$ cat config.mk
export PLATFORM = sky130hd
export DESIGN_NAME = mandelbrot_escape_iteration_flat
export DESIGN_NICKNAME = d
export VERILOG_FILES = /design/src/hdl/mbe_pkg.sv /design/src/hdl/mbe_point_if.sv /design/src/hdl/mbe_count_if.sv /design/src/hdl/mbe_regs.sv /design/src/hdl/mbe_mul.sv /design/src/hdl/mbe_seq.sv /design/src/hdl/mandelbrot_escape_iteration.sv /design/src/flat_wrapper.sv
export SDC_FILE = /design/constraint.sdc
export NUM_CORES = 2
export LEC_CHECK = 0
export BUFFER_PORTS_ARGS = -buffer_cell sky130_fd_sc_hd__buf_4
export CAP_MARGIN = 20
export CORE_MARGIN = 8
export CORE_UTILIZATION = 35
export CTS_BUF_LIST = sky130_fd_sc_hd__clkbuf_4 sky130_fd_sc_hd__clkbuf_8 sky130_fd_sc_hd__clkbuf_16
export CTS_CLUSTER_DIAMETER = 100
export DETAILED_ROUTE_END_ITERATION = 8
export PLACE_DENSITY = 0.54
export SLEW_MARGIN = 20
export SYNTH_ARGS = -nofsm -noshare
export SYNTH_HDL_FRONTEND = slang
export SYNTH_HIERARCHICAL = 1
export SYNTH_SLANG_ARGS = --single-unit
export TNS_END_PERCENT = 5
$ cat constraint.sdc
create_clock -name clk -period 10.6 [get_ports clk]
set_input_delay 1.06 -clock clk [delete_from_list [all_inputs] [get_ports clk]]
set_output_delay 1.06 -clock clk [all_outputs]
set_load 0.05 [all_outputs]
$ cat src/hdl/mbe_pkg.sv
package mbe_pkg;

	// coordinate format of c
	localparam int COORD_WIDTH = 32;
	localparam int FRAC_BITS   = 28;

	// z carries two more integer bits than c
	localparam int ZW   = COORD_WIDTH + 2;
	// the multiplier splits the second operand into a low and a high half
	localparam int HALF = ZW / 2;
	localparam int BW   = HALF + 1;
	localparam int PW   = ZW + BW;
	// full product and floored square widths
	localparam int FW   = 2 * ZW;
	localparam int XW   = FW - FRAC_BITS;

	localparam int COUNT_W = 16;
	localparam logic [COUNT_W-1:0] LIMIT_RESET = COUNT_W'(255);

	// escape threshold 4.0, one bit wider than a square so the sum fits
	localparam logic [XW:0] FOUR = (XW + 1)'(1) << (FRAC_BITS + 2);

	// configuration port
	localparam int APB_AW = 3;
	localparam int APB_DW = 32;
	localparam logic [APB_AW-3:0] REG_LIMIT = '0;

	typedef enum logic [1:0] {
		ST_IDLE,
		ST_MUL,
		ST_EVAL
	} state_t;

	typedef enum logic [1:0] {
		OP_XX,
		OP_YY,
		OP_XY
	} op_t;

	typedef enum logic [1:0] {
		MP_IDLE,
		MP_LO,
		MP_HI,
		MP_SUM
	} mul_ph_t;

	typedef struct packed {
		logic                 start;
		logic signed [ZW-1:0] a;
		logic signed [ZW-1:0] b;
	} mul_req_t;

	typedef struct packed {
		logic                 done;
		logic signed [FW-1:0] prod;
	} mul_rsp_t;

endpackage

$ cat src/hdl/mbe_point_if.sv
interface mbe_point_if;
	logic                                     valid;
	logic                                     ready;
	logic signed [mbe_pkg::COORD_WIDTH-1:0]   point_re;
	logic signed [mbe_pkg::COORD_WIDTH-1:0]   point_im;

	modport source (output valid, output point_re, output point_im, input ready);
	modport sink (input valid, input point_re, input point_im, output ready);
endinterface

$ cat src/hdl/mbe_count_if.sv
interface mbe_count_if;
	logic                            valid;
	logic                            ready;
	logic [mbe_pkg::COUNT_W-1:0]     iteration_count;

	modport source (output valid, output iteration_count, input ready);
	modport sink (input valid, input iteration_count, output ready);
endinterface

$ cat src/hdl/mbe_regs.sv
module mbe_regs (
	input  logic                         clk,
	input  logic                         arst_n,
	input  logic                         psel,
	input  logic                         penable,
	input  logic                         pwrite,
	input  logic [mbe_pkg::APB_AW-1:0]   paddr,
	input  logic [mbe_pkg::APB_DW-1:0]   pwdata,
	output logic [mbe_pkg::APB_DW-1:0]   prdata,
	output logic                         pready,
	output logic [mbe_pkg::COUNT_W-1:0]  limit
);

	logic [mbe_pkg::COUNT_W-1:0] limit_q;
	logic                        sel_limit;

	assign pready    = 1'b1;
	assign sel_limit = (paddr[mbe_pkg::APB_AW-1:2] == mbe_pkg::REG_LIMIT);
	assign limit     = limit_q;
	assign prdata    = sel_limit ? mbe_pkg::APB_DW'(limit_q) : '0;

	always_ff @(posedge clk or negedge arst_n) begin
		if (!arst_n) begin
			limit_q <= mbe_pkg::LIMIT_RESET;
		end else if (psel && penable && pwrite && pready && sel_limit) begin
			limit_q <= pwdata[mbe_pkg::COUNT_W-1:0];
		end
	end

endmodule

$ cat src/hdl/mbe_mul.sv
module mbe_mul (
	input  logic              clk,
	input  logic              arst_n,
	input  mbe_pkg::mul_req_t req,
	output mbe_pkg::mul_rsp_t rsp
);

	mbe_pkg::mul_ph_t ph_q, ph_d;

	logic signed [mbe_pkg::ZW-1:0] a_q, b_q;
	logic signed [mbe_pkg::BW-1:0] b_lo, b_hi, b_sel;
	logic signed [mbe_pkg::PW-1:0] p_d, p_q, lo_q;

	// b = b_hi * 2^HALF + b_lo, low half taken as unsigned
	assign b_lo  = $signed({1'b0, b_q[mbe_pkg::HALF-1:0]});
	assign b_hi  = mbe_pkg::BW'($signed(b_q[mbe_pkg::ZW-1:mbe_pkg::HALF]));
	assign b_sel = (ph_q == mbe_pkg::MP_LO) ? b_lo : b_hi;
	assign p_d   = mbe_pkg::PW'(a_q) * mbe_pkg::PW'(b_sel);

	assign rsp.done = (ph_q == mbe_pkg::MP_SUM);
	assign rsp.prod = mbe_pkg::FW'(lo_q) + (mbe_pkg::FW'(p_q) <<< mbe_pkg::HALF);

	always_comb begin
		ph_d = ph_q;
		case (ph_q)
			mbe_pkg::MP_IDLE: begin
				if (req.start) ph_d = mbe_pkg::MP_LO;
			end
			mbe_pkg::MP_LO:  ph_d = mbe_pkg::MP_HI;
			mbe_pkg::MP_HI:  ph_d = mbe_pkg::MP_SUM;
			mbe_pkg::MP_SUM: begin
				ph_d = req.start ? mbe_pkg::MP_LO : mbe_pkg::MP_IDLE;
			end
			default: ph_d = mbe_pkg::MP_IDLE;
		endcase
	end

	always_ff @(posedge clk or negedge arst_n) begin
		if (!arst_n) begin
			ph_q <= mbe_pkg::MP_IDLE;
		end else begin
			ph_q <= ph_d;
		end
	end

	always_ff @(posedge clk) begin
		if (req.start) begin
			a_q <= req.a;
			b_q <= req.b;
		end
		if (ph_q == mbe_pkg::MP_LO || ph_q == mbe_pkg::MP_HI) begin
			p_q <= p_d;
		end
		// hold the low partial product while the high one is formed
		if (ph_q == mbe_pkg::MP_HI) begin
			lo_q <= p_q;
		end
	end

endmodule

$ cat src/hdl/mbe_seq.sv
module mbe_seq (
	input  logic                                  clk,
	input  logic                                  arst_n,
	input  logic                                  in_valid,
	output logic                                  in_ready,
	input  logic signed [mbe_pkg::COORD_WIDTH-1:0] point_re,
	input  logic signed [mbe_pkg::COORD_WIDTH-1:0] point_im,
	input  logic [mbe_pkg::COUNT_W-1:0]           limit,
	output mbe_pkg::mul_req_t                     mul_req,
	input  mbe_pkg::mul_rsp_t                     mul_rsp,
	output logic                                  out_valid,
	input  logic                                  out_ready,
	output logic [mbe_pkg::COUNT_W-1:0]           out_count
);

	localparam int EXT = mbe_pkg::ZW - mbe_pkg::COORD_WIDTH;

	mbe_pkg::state_t state_q, state_d;
	mbe_pkg::op_t    op_q, op_nx;

	logic signed [mbe_pkg::COORD_WIDTH-1:0] cr_q, ci_q;
	logic signed [mbe_pkg::ZW-1:0]          zx_q, zy_q, xy_q;
	logic [mbe_pkg::XW-1:0]                 xx_q, yy_q;
	logic [mbe_pkg::COUNT_W-1:0]            count_q, out_count_q;
	logic                                   out_valid_q;

	logic signed [mbe_pkg::ZW-1:0] cr_ext, ci_ext, zx_new, zy_new, zx_src, zy_src;
	logic signed [mbe_pkg::FW-1:0] sq_shift, xy_shift;
	logic [mbe_pkg::XW:0]          sq_sum;
	logic                          escaped, finished, out_free;
	logic                          accept, store, update, load_out;

	assign cr_ext = {{EXT{cr_q[mbe_pkg::COORD_WIDTH-1]}}, cr_q};
	assign ci_ext = {{EXT{ci_q[mbe_pkg::COORD_WIDTH-1]}}, ci_q};

	// floored products
	assign sq_shift = mul_rsp.prod >>> mbe_pkg::FRAC_BITS;
	assign xy_shift = mul_rsp.prod >>> (mbe_pkg::FRAC_BITS - 1);

	// squares are never negative, so the sum is compared unsigned
	assign sq_sum   = {1'b0, xx_q} + {1'b0, yy_q};
	assign escaped  = (sq_sum >= mbe_pkg::FOUR);
	assign finished = (count_q >= limit) || escaped;
	assign out_free = !out_valid_q || out_ready;

	// the update is used only when both squares are below 4.0, so it fits in ZW bits
	assign zx_new = $signed(xx_q[mbe_pkg::ZW-1:0]) - $signed(yy_q[mbe_pkg::ZW-1:0]) + cr_ext;
	assign zy_new = xy_q + ci_ext;

	assign accept    = in_valid && in_ready;
	assign out_valid = out_valid_q;
	assign out_count = out_count_q;

	always_comb begin
		state_d       = state_q;
		in_ready      = 1'b0;
		mul_req.start = 1'b0;
		op_nx         = mbe_pkg::OP_XX;
		zx_src        = zx_q;
		zy_src        = zy_q;
		store         = 1'b0;
		update        = 1'b0;
		load_out      = 1'b0;
		case (state_q)
			mbe_pkg::ST_IDLE: begin
				in_ready = 1'b1;
				zx_src   = '0;
				zy_src   = '0;
				if (in_valid) begin
					mul_req.start = 1'b1;
					state_d       = mbe_pkg::ST_MUL;
				end
			end
			mbe_pkg::ST_MUL: begin
				if (mul_rsp.done) begin
					store = 1'b1;
					case (op_q)
						mbe_pkg::OP_XX: begin
							mul_req.start = 1'b1;
							op_nx         = mbe_pkg::OP_YY;
						end
						mbe_pkg::OP_YY: begin
							mul_req.start = 1'b1;
							op_nx         = mbe_pkg::OP_XY;
						end
						default: state_d = mbe_pkg::ST_EVAL;
					endcase
				end
			end
			mbe_pkg::ST_EVAL: begin
				if (finished) begin
					// hold here while the previous result is still unread
					if (out_free) begin
						load_out = 1'b1;
						state_d  = mbe_pkg::ST_IDLE;
					end
				end else begin
					update        = 1'b1;
					mul_req.start = 1'b1;
					zx_src        = zx_new;
					zy_src        = zy_new;
					state_d       = mbe_pkg::ST_MUL;
				end
			end
			default: state_d = mbe_pkg::ST_IDLE;
		endcase
		mul_req.a = (op_nx == mbe_pkg::OP_YY) ? zy_src : zx_src;
		mul_req.b = (op_nx == mbe_pkg::OP_XX) ? zx_src : zy_src;
	end

	always_ff @(posedge clk or negedge arst_n) begin
		if (!arst_n) begin
			state_q     <= mbe_pkg::ST_IDLE;
			op_q        <= mbe_pkg::OP_XX;
			out_valid_q <= 1'b0;
		end else begin
			state_q <= state_d;
			if (mul_req.start) op_q <= op_nx;
			if (load_out) begin
				out_valid_q <= 1'b1;
			end else if (out_ready) begin
				out_valid_q <= 1'b0;
			end
		end
	end

	always_ff @(posedge clk) begin
		if (accept) begin
			cr_q    <= point_re;
			ci_q    <= point_im;
			zx_q    <= '0;
			zy_q    <= '0;
			count_q <= '0;
		end
		if (update) begin
			zx_q    <= zx_new;
			zy_q    <= zy_new;
			count_q <= count_q + mbe_pkg::COUNT_W'(1);
		end
		if (store) begin
			case (op_q)
				mbe_pkg::OP_XX: xx_q <= sq_shift[mbe_pkg::XW-1:0];
				mbe_pkg::OP_YY: yy_q <= sq_shift[mbe_pkg::XW-1:0];
				default:        xy_q <= xy_shift[mbe_pkg::ZW-1:0];
			endcase
		end
		if (load_out) out_count_q <= count_q;
	end

endmodule

$ cat src/hdl/mandelbrot_escape_iteration.sv
// Mandelbrot escape-time unit. Each transaction on point carries c in signed Q4.28; the block
// iterates z = z*z + c from z = 0 while |z|^2 < 4.0 and the count is below iteration_limit
// (APB register at address 0, reset 255) and returns the count on result. One shared
// multiplier forms each of zx*zx, zy*zy and zx*zy in two partial products, so one iteration
// runs the three products one after another, then an evaluation step for the escape test and
// update. A point occupies the block until it finishes, after which the next point is taken;
// the result sits in an output register, so a stalled result delays the next point only if a
// second result is ready before the first is taken.
module mandelbrot_escape_iteration (
	input  logic                         clk,
	input  logic                         arst_n,
	mbe_point_if.sink                    point,
	mbe_count_if.source                  result,
	input  logic                         psel,
	input  logic                         penable,
	input  logic                         pwrite,
	input  logic [mbe_pkg::APB_AW-1:0]   paddr,
	input  logic [mbe_pkg::APB_DW-1:0]   pwdata,
	output logic [mbe_pkg::APB_DW-1:0]   prdata,
	output logic                         pready
);

	logic [mbe_pkg::COUNT_W-1:0] limit;
	mbe_pkg::mul_req_t           mul_req;
	mbe_pkg::mul_rsp_t           mul_rsp;

	mbe_regs u_regs (
		.clk     (clk),
		.arst_n  (arst_n),
		.psel    (psel),
		.penable (penable),
		.pwrite  (pwrite),
		.paddr   (paddr),
		.pwdata  (pwdata),
		.prdata  (prdata),
		.pready  (pready),
		.limit   (limit)
	);

	mbe_mul u_mul (
		.clk    (clk),
		.arst_n (arst_n),
		.req    (mul_req),
		.rsp    (mul_rsp)
	);

	mbe_seq u_seq (
		.clk       (clk),
		.arst_n    (arst_n),
		.in_valid  (point.valid),
		.in_ready  (point.ready),
		.point_re  (point.point_re),
		.point_im  (point.point_im),
		.limit     (limit),
		.mul_req   (mul_req),
		.mul_rsp   (mul_rsp),
		.out_valid (result.valid),
		.out_ready (result.ready),
		.out_count (result.iteration_count)
	);

endmodule

$ cat src/flat_wrapper.sv
// flat-port wrapper written by rule: the top's interface ports become plain ports
module mandelbrot_escape_iteration_flat 
  (clk, arst_n, psel, penable, pwrite, paddr, pwdata, prdata, pready, point_valid, point_point_re, point_point_im, point_ready, result_valid, result_iteration_count, result_ready);
  mbe_point_if point_i ();
  mbe_count_if result_i ();
  input  logic clk;
  input  logic arst_n;
  input  logic psel;
  input  logic penable;
  input  logic pwrite;
  input  logic [mbe_pkg::APB_AW-1:0] paddr;
  input  logic [mbe_pkg::APB_DW-1:0] pwdata;
  output logic [mbe_pkg::APB_DW-1:0] prdata;
  output logic pready;
  input wire logic [$bits(point_i.valid)-1:0] point_valid;
  input wire logic [$bits(point_i.point_re)-1:0] point_point_re;
  input wire logic [$bits(point_i.point_im)-1:0] point_point_im;
  output wire logic [$bits(point_i.ready)-1:0] point_ready;
  output wire logic [$bits(result_i.valid)-1:0] result_valid;
  output wire logic [$bits(result_i.iteration_count)-1:0] result_iteration_count;
  input wire logic [$bits(result_i.ready)-1:0] result_ready;
  assign point_i.valid = point_valid;
  assign point_i.point_re = point_point_re;
  assign point_i.point_im = point_point_im;
  assign point_ready = point_i.ready;
  assign result_valid = result_i.valid;
  assign result_iteration_count = result_i.iteration_count;
  assign result_i.ready = result_ready;
  mandelbrot_escape_iteration u_core (.clk(clk), .arst_n(arst_n), .point(point_i), .result(result_i), .psel(psel), .penable(penable), .pwrite(pwrite), .paddr(paddr), .pwdata(pwdata), .prdata(prdata), .pready(pready));
endmodule
# Word level (Yosys, flattened, before mapping)
# Index checks and enable logic that the tools add are counted.
[op_classes] magnitude_cmp=2 mux=39 reduce_logical=19 n_addsub=6 n_mul=1 n_eq_ne=12 bitwise_logic=2
[op_table] operator="$mux W34" n=7
[op_table] operator="$pmux W34 S2" n=2
[op_table] operator="$add A34 B32 Y34" n=2
[op_table] operator="$add A52 B68 Y68" n=1
[op_table] operator="$mul A34 B18 Y52" n=1
[op_table] operator="$mux W16" n=3
[op_table] operator="$add A40 B40 Y41" n=1
[op_table] operator="$ge A41 B31 Y1 const B" n=1
[op_table] operator="$sub A34 B34 Y34" n=1
[op_table] operator="$mux W18" n=1
[op_table] operator="$add A16 B1 Y16 const B" n=1
[op_table] operator="$ge A16 B16 Y1" n=1
[op_table] operator="$mux W2" n=8
[op_table] operator="$mux W1" n=14
[op_table] operator="$eq A2 B1 Y1 const B" n=4
[op_table] operator="$logic_not A2 Y1" n=4
[op_table] operator="$pmux W2 S4" n=1
[op_table] operator="$eq A2 B2 Y1 const B" n=3
[op_table] operator="$ne A2 B2 Y1 const B" n=3
[op_table] operator="$pmux W2 S3" n=1
[op_table] operator="$reduce_and A2 Y1" n=3
[op_table] operator="$logic_and A1 B1 Y1" n=4
[op_table] operator="$pmux W2 S2" n=1
[op_table] operator="$reduce_and A4 Y1" n=1
[op_table] operator="other kinds (8)" n=12
[totals] output_inout_bits=51 word_cells=99 register_bits=473

# Logic depth before layout (Yosys ltp)
[logic_depth] depth_word=7 mapped_depth=29 mapped_depth_nobuf=26

# Modules after synthesis
# Netlist, hierarchy kept.
[by_module_without_submodules] module="mbe_mul" cells_each=3124 n_inst=1 area_per_inst_um2=30058.8
[by_module_without_submodules] module="mbe_seq" cells_each=1650 n_inst=1 area_per_inst_um2=17085.1
[by_module_without_submodules] module="mbe_regs" cells_each=70 n_inst=1 area_per_inst_um2=909.6

# Least setup slack after synthesis
# Ideal clock, no wire load.
[synth_timing] path_type="reg-to-reg" from="register u_core.u_mul.ph_q[1]" to="register u_core/u_mul/p_q[51] (netlist bit) (data pin)" t_arrival_ps=7284 setup_time_ps=260 stages_incl_launch_ff=29 setup_slack_ps=3056 synth_period_minus_slack_ps=7544 path_buffers=4 path_cell_list="dfrtp_1 > inv_1 > ha_1 > clkbuf_1 > buf_1 > mux2_2 > clkbuf_1 > nand2_1 > fa_1 > inv_1 > fa_1 > inv_1 > fa_1 > inv_1 > fa_1 > fa_1 > inv_1 > fa_1 > inv_1 > ha_1 > clkbuf_1 > and3_1 > and3_1 > nand2_1 > nor3_1 > o221ai_1 > a31oi_1 > nor2_1 > xnor2_1"
[synth_via] elab_chain_cells=3
[synth_lines] element="from (decl)" line="mbe_mul.sv:8" source="mbe_pkg::mul_ph_t ph_q, ph_d;"
[synth_lines] element="from (signal assigned)" line="mbe_mul.sv:40" source="ph_q <= mbe_pkg::MP_IDLE;"
[synth_lines] element="from (signal assigned)" line="mbe_mul.sv:42" source="ph_q <= ph_d;"
[synth_lines] element="$eq A2 B1 Y1" line="mbe_mul.sv:17" source="assign b_sel = (ph_q == mbe_pkg::MP_LO) ? b_lo : b_hi;"
[synth_lines] element="$mux W18" line="mbe_mul.sv:17"
[synth_lines] element="$mul A34 B18 Y52" line="mbe_mul.sv:18" source="assign p_d = mbe_pkg::PW'(a_q) * mbe_pkg::PW'(b_sel);"
[synth_lines] element="via u_core.u_mul.p_d (one bit)" line="mbe_mul.sv:12" source="logic signed [mbe_pkg::PW-1:0] p_d, p_q, lo_q;"
[synth_lines] element="to (signal assigned)" line="mbe_mul.sv:52" source="p_q <= p_d;"
[synth_lines] element="to (decl)" line="mbe_mul.sv:12"
# The timed path passes the listed nets, and every way through them passes these cells.
# A chain may end at the register's enable or synchronous reset.

# Final worst setup path
# Same ends and word-level chain as after synthesis.

==> metrics <==
Top Ports roughly 160; highest fanout seen on the critical path 34; Port Buffer Count around 120; Worst Setup Start Kind flop; final number of max-transition violations 0; Crit. End Element flop; TritonCTS clock tree built; summed area of non-filler cells in the final layout around 0.052 mm^2; routed length per instance 19.4 um; DRC violation total after the first TritonRoute iteration roughly 2300; fraction of layout cells with a size suffix above 1 0.0731; startpoint of the most critical setup path u_core/u_mul/ph_q[1]$_DFFE_PN0P_; number of detailed-routing iterations run before antenna repair 5; routed wire length between 100000 and 150000 um; width of the die 384 um; antenna violation net count after detailed routing 0; Clock Root Buffer sky130_fd_sc_hd__clkbuf_16; Critical Path Slowest Stage Cell sky130_fd_sc_hd__fa_1; Largest stage delay, worst path approximately 0.76 ns; via count of the first global-routing pass 34400; post-placement cell count about 6600; post-synthesis instance area between 0.04 and 0.05 mm^2; Warnings, synthesis 6; RSZ-0062 raised after global routing false; Post-Synthesis Cells approximately 4800; pin count of the biggest net entering global routing between 70 and 80; R2R setup slack approximately 1.5 ns; post-layout instance count excluding filler cells 6655; global-route wire length before repair around 200000 um; kind of cell adding the most delay to the critical path adder cells; half-perimeter wire length after detailed placement 101000 um; setup TNS after final layout 0 ns; total cell area at the placement stage 0.0500 mm^2; total number of vias 33500; end-of-flow core utilization 0.385; setup clock skew after layout 0.0393 ns; type of the tightest min-delay check in2async; clock network latency to the later pin of the worst-skew pair 0.63 ns; overflow left after global routing 0; TritonCTS buffer count 50; antenna violations before repair 0; number of gates given a new drive strength after cts 0; floorplan die height ~380 um; final-report hold violation count 0; Post-Syn Area per Cell slightly below 10 um^2; Tmin final approximately 9 ns; core box area about 0.13 mm^2; share of the clock period used by the worst path after layout 0.856; Crit Path Category reg2reg; number of vias per cell after detailed routing between 5 and 6; clock transition at the register clock pins on the worst setup and hold paths after CTS 0.07 ns; signed area change from the synthesized netlist to the final layout 9.69%; Data arrival, critical path 9.45 ns; total setup buffers inserted after CTS 0; initial standard-cell utilization of the core 0.351; outcome completed; Critical Path Most Common Cell sky130_fd_sc_hd__inv_1; Critical path buffers and inverters 7; CTS sink count approximately 460; GRT Overall Usage 0.176; source of the worst register-to-register timing path u_core/u_mul/ph_q[1]$_DFFE_PN0P_; maximum operating frequency between 100 and 150 MHz; DRC 0; number of fill cells 13400; number of buffers added to fix hold violations after cts 0; floorplan die area approximately 0.15 mm^2; endpoints failing setup 0; total of max-cap violations 0; Worst-Margin Slew approximately 1.1 ns; buffer depth of the longest clock path 3; Std-Cell Rows about 140; final weighted congestion of routability-driven global placement between 0.9 and 1; worst slew margin relative to its limit 0.242; Data required, critical path about 11 ns; net count reported at finish around 6000; H-tree depth 2
-- flip-flops by register name, summed over array words and instances, names as in the netlist --
name and count:
u_core/u_seq/out_valid 1, u_core/u_seq/out_count 16, u_core/u_seq/count_q 16, u_core/u_seq/ci_q 32
u_core/u_seq/op_q 2, u_core/u_mul/p_q 52, u_core/u_seq/state_q 2, u_core/u_mul/lo_q 35
u_core/u_mul/ph_q 2, u_core/u_mul/a_q 34, u_core/u_regs/limit 16, u_core/u_seq/yy_q 40
u_core/u_seq/cr_q 32, u_core/u_seq/xx_q 40, u_core/u_seq/zy_q 34, u_core/u_mul/b_q 34
u_core/u_seq/zx_q 34, u_core/u_seq/xy_q 34
-- worst paths after layout --
| kind | depth (start not counted) | to |
|---|---|---|
| hold reg to reg | 0 | u_core/u_mul/lo_q[51]$_DFFE_PN_ |
| setup reg to reg | 25 | u_core/u_mul/p_q[51]$_DFFE_PP_ |
| max in group asynchronous | 1 | u_core/u_regs/limit[4]$_DFFE_PN1P_ |
| hold / removal | 1 | u_core/u_mul/ph_q[0]$_DFFE_PN0P_ |
| setup / recovery | 25 | u_core/u_mul/p_q[51]$_DFFE_PP_ |
| min in group clk | 0 | u_core/u_mul/lo_q[51]$_DFFE_PN_ |
-- cell type report --
class / instances / area (um^2) / area share
multi-input combinational: 3271 / 29700 / 0.572
sequential: 456 / 13600 / 0.262
inverter: 891 / 3350 / 0.0645
tap: 1781 / 2230 / 0.0430
clock buffer: 62 / 1390 / 0.0268
timing repair buffer: 161 / 1210 / 0.0233
clock inverter: 32 / 462 / 0.00890
antenna: 1 / 2.50 / 0.0000482
-- metal layers --
layer | vias to the layer above | global-route usage | routed length, um
met3 | 155 | 0.0195 | 6330
met5 | - | 0 | 0
li1 | 15600 | - | -
met4 | 0 | 0.0548 | 4330
met1 | 17000 | 0.243 | 57800
met2 | 787 | 0.289 | 60600
-- cells in the final DEF (no fill, tap or decap), types with 10 or more instances in the layout --
master and instances:
sky130_fd_sc_hd__edfxtp_1 433, sky130_fd_sc_hd__o31ai_1 11, sky130_fd_sc_hd__xor2_1 62, sky130_fd_sc_hd__nand2_1 663, sky130_fd_sc_hd__o211ai_1 27, sky130_fd_sc_hd__nand2b_1 34
sky130_fd_sc_hd__xnor2_1 89, sky130_fd_sc_hd__bufinv_16 10, sky130_fd_sc_hd__inv_1 889, sky130_fd_sc_hd__a211oi_1 30, sky130_fd_sc_hd__ha_1 303, sky130_fd_sc_hd__nor2b_1 25
sky130_fd_sc_hd__o21bai_1 28, sky130_fd_sc_hd__nor2_1 206, sky130_fd_sc_hd__and3_1 26, sky130_fd_sc_hd__conb_1 17, sky130_fd_sc_hd__o21ai_0 97, sky130_fd_sc_hd__dfrtp_1 15
sky130_fd_sc_hd__a2111oi_0 11, sky130_fd_sc_hd__nor3_1 39, sky130_fd_sc_hd__a21oi_1 215, sky130_fd_sc_hd__nand3_1 55, sky130_fd_sc_hd__and4_1 10, sky130_fd_sc_hd__clkbuf_16 51
sky130_fd_sc_hd__fa_1 621, sky130_fd_sc_hd__nor4_1 11, sky130_fd_sc_hd__or2_2 16, sky130_fd_sc_hd__o2111ai_1 11, sky130_fd_sc_hd__mux2_4 10, sky130_fd_sc_hd__o21a_1 21
sky130_fd_sc_hd__a31oi_1 41, sky130_fd_sc_hd__or3_1 11, sky130_fd_sc_hd__mux2_2 22, sky130_fd_sc_hd__nand4_1 46, sky130_fd_sc_hd__buf_4 161, sky130_fd_sc_hd__and2_1 254
sky130_fd_sc_hd__a21o_1 88
-- stage by stage --
| stage | hold slack [ns] | setup WS (ns) |
|---|---|---|
| final | 0.372 | 1.53 |
| after floorplan | 0.400 | 3.06 |
| after global routing | 0.379 | 0.874 |
| after CTS | 0.347 | 1.46 |
| after global placement | 0.409 | 1.55 |
| after detailed placement | 0.407 | 1.47 |
Power is not shown: default switching activity piles up to over one toggle a cycle in this logic, so the estimate is an artifact.
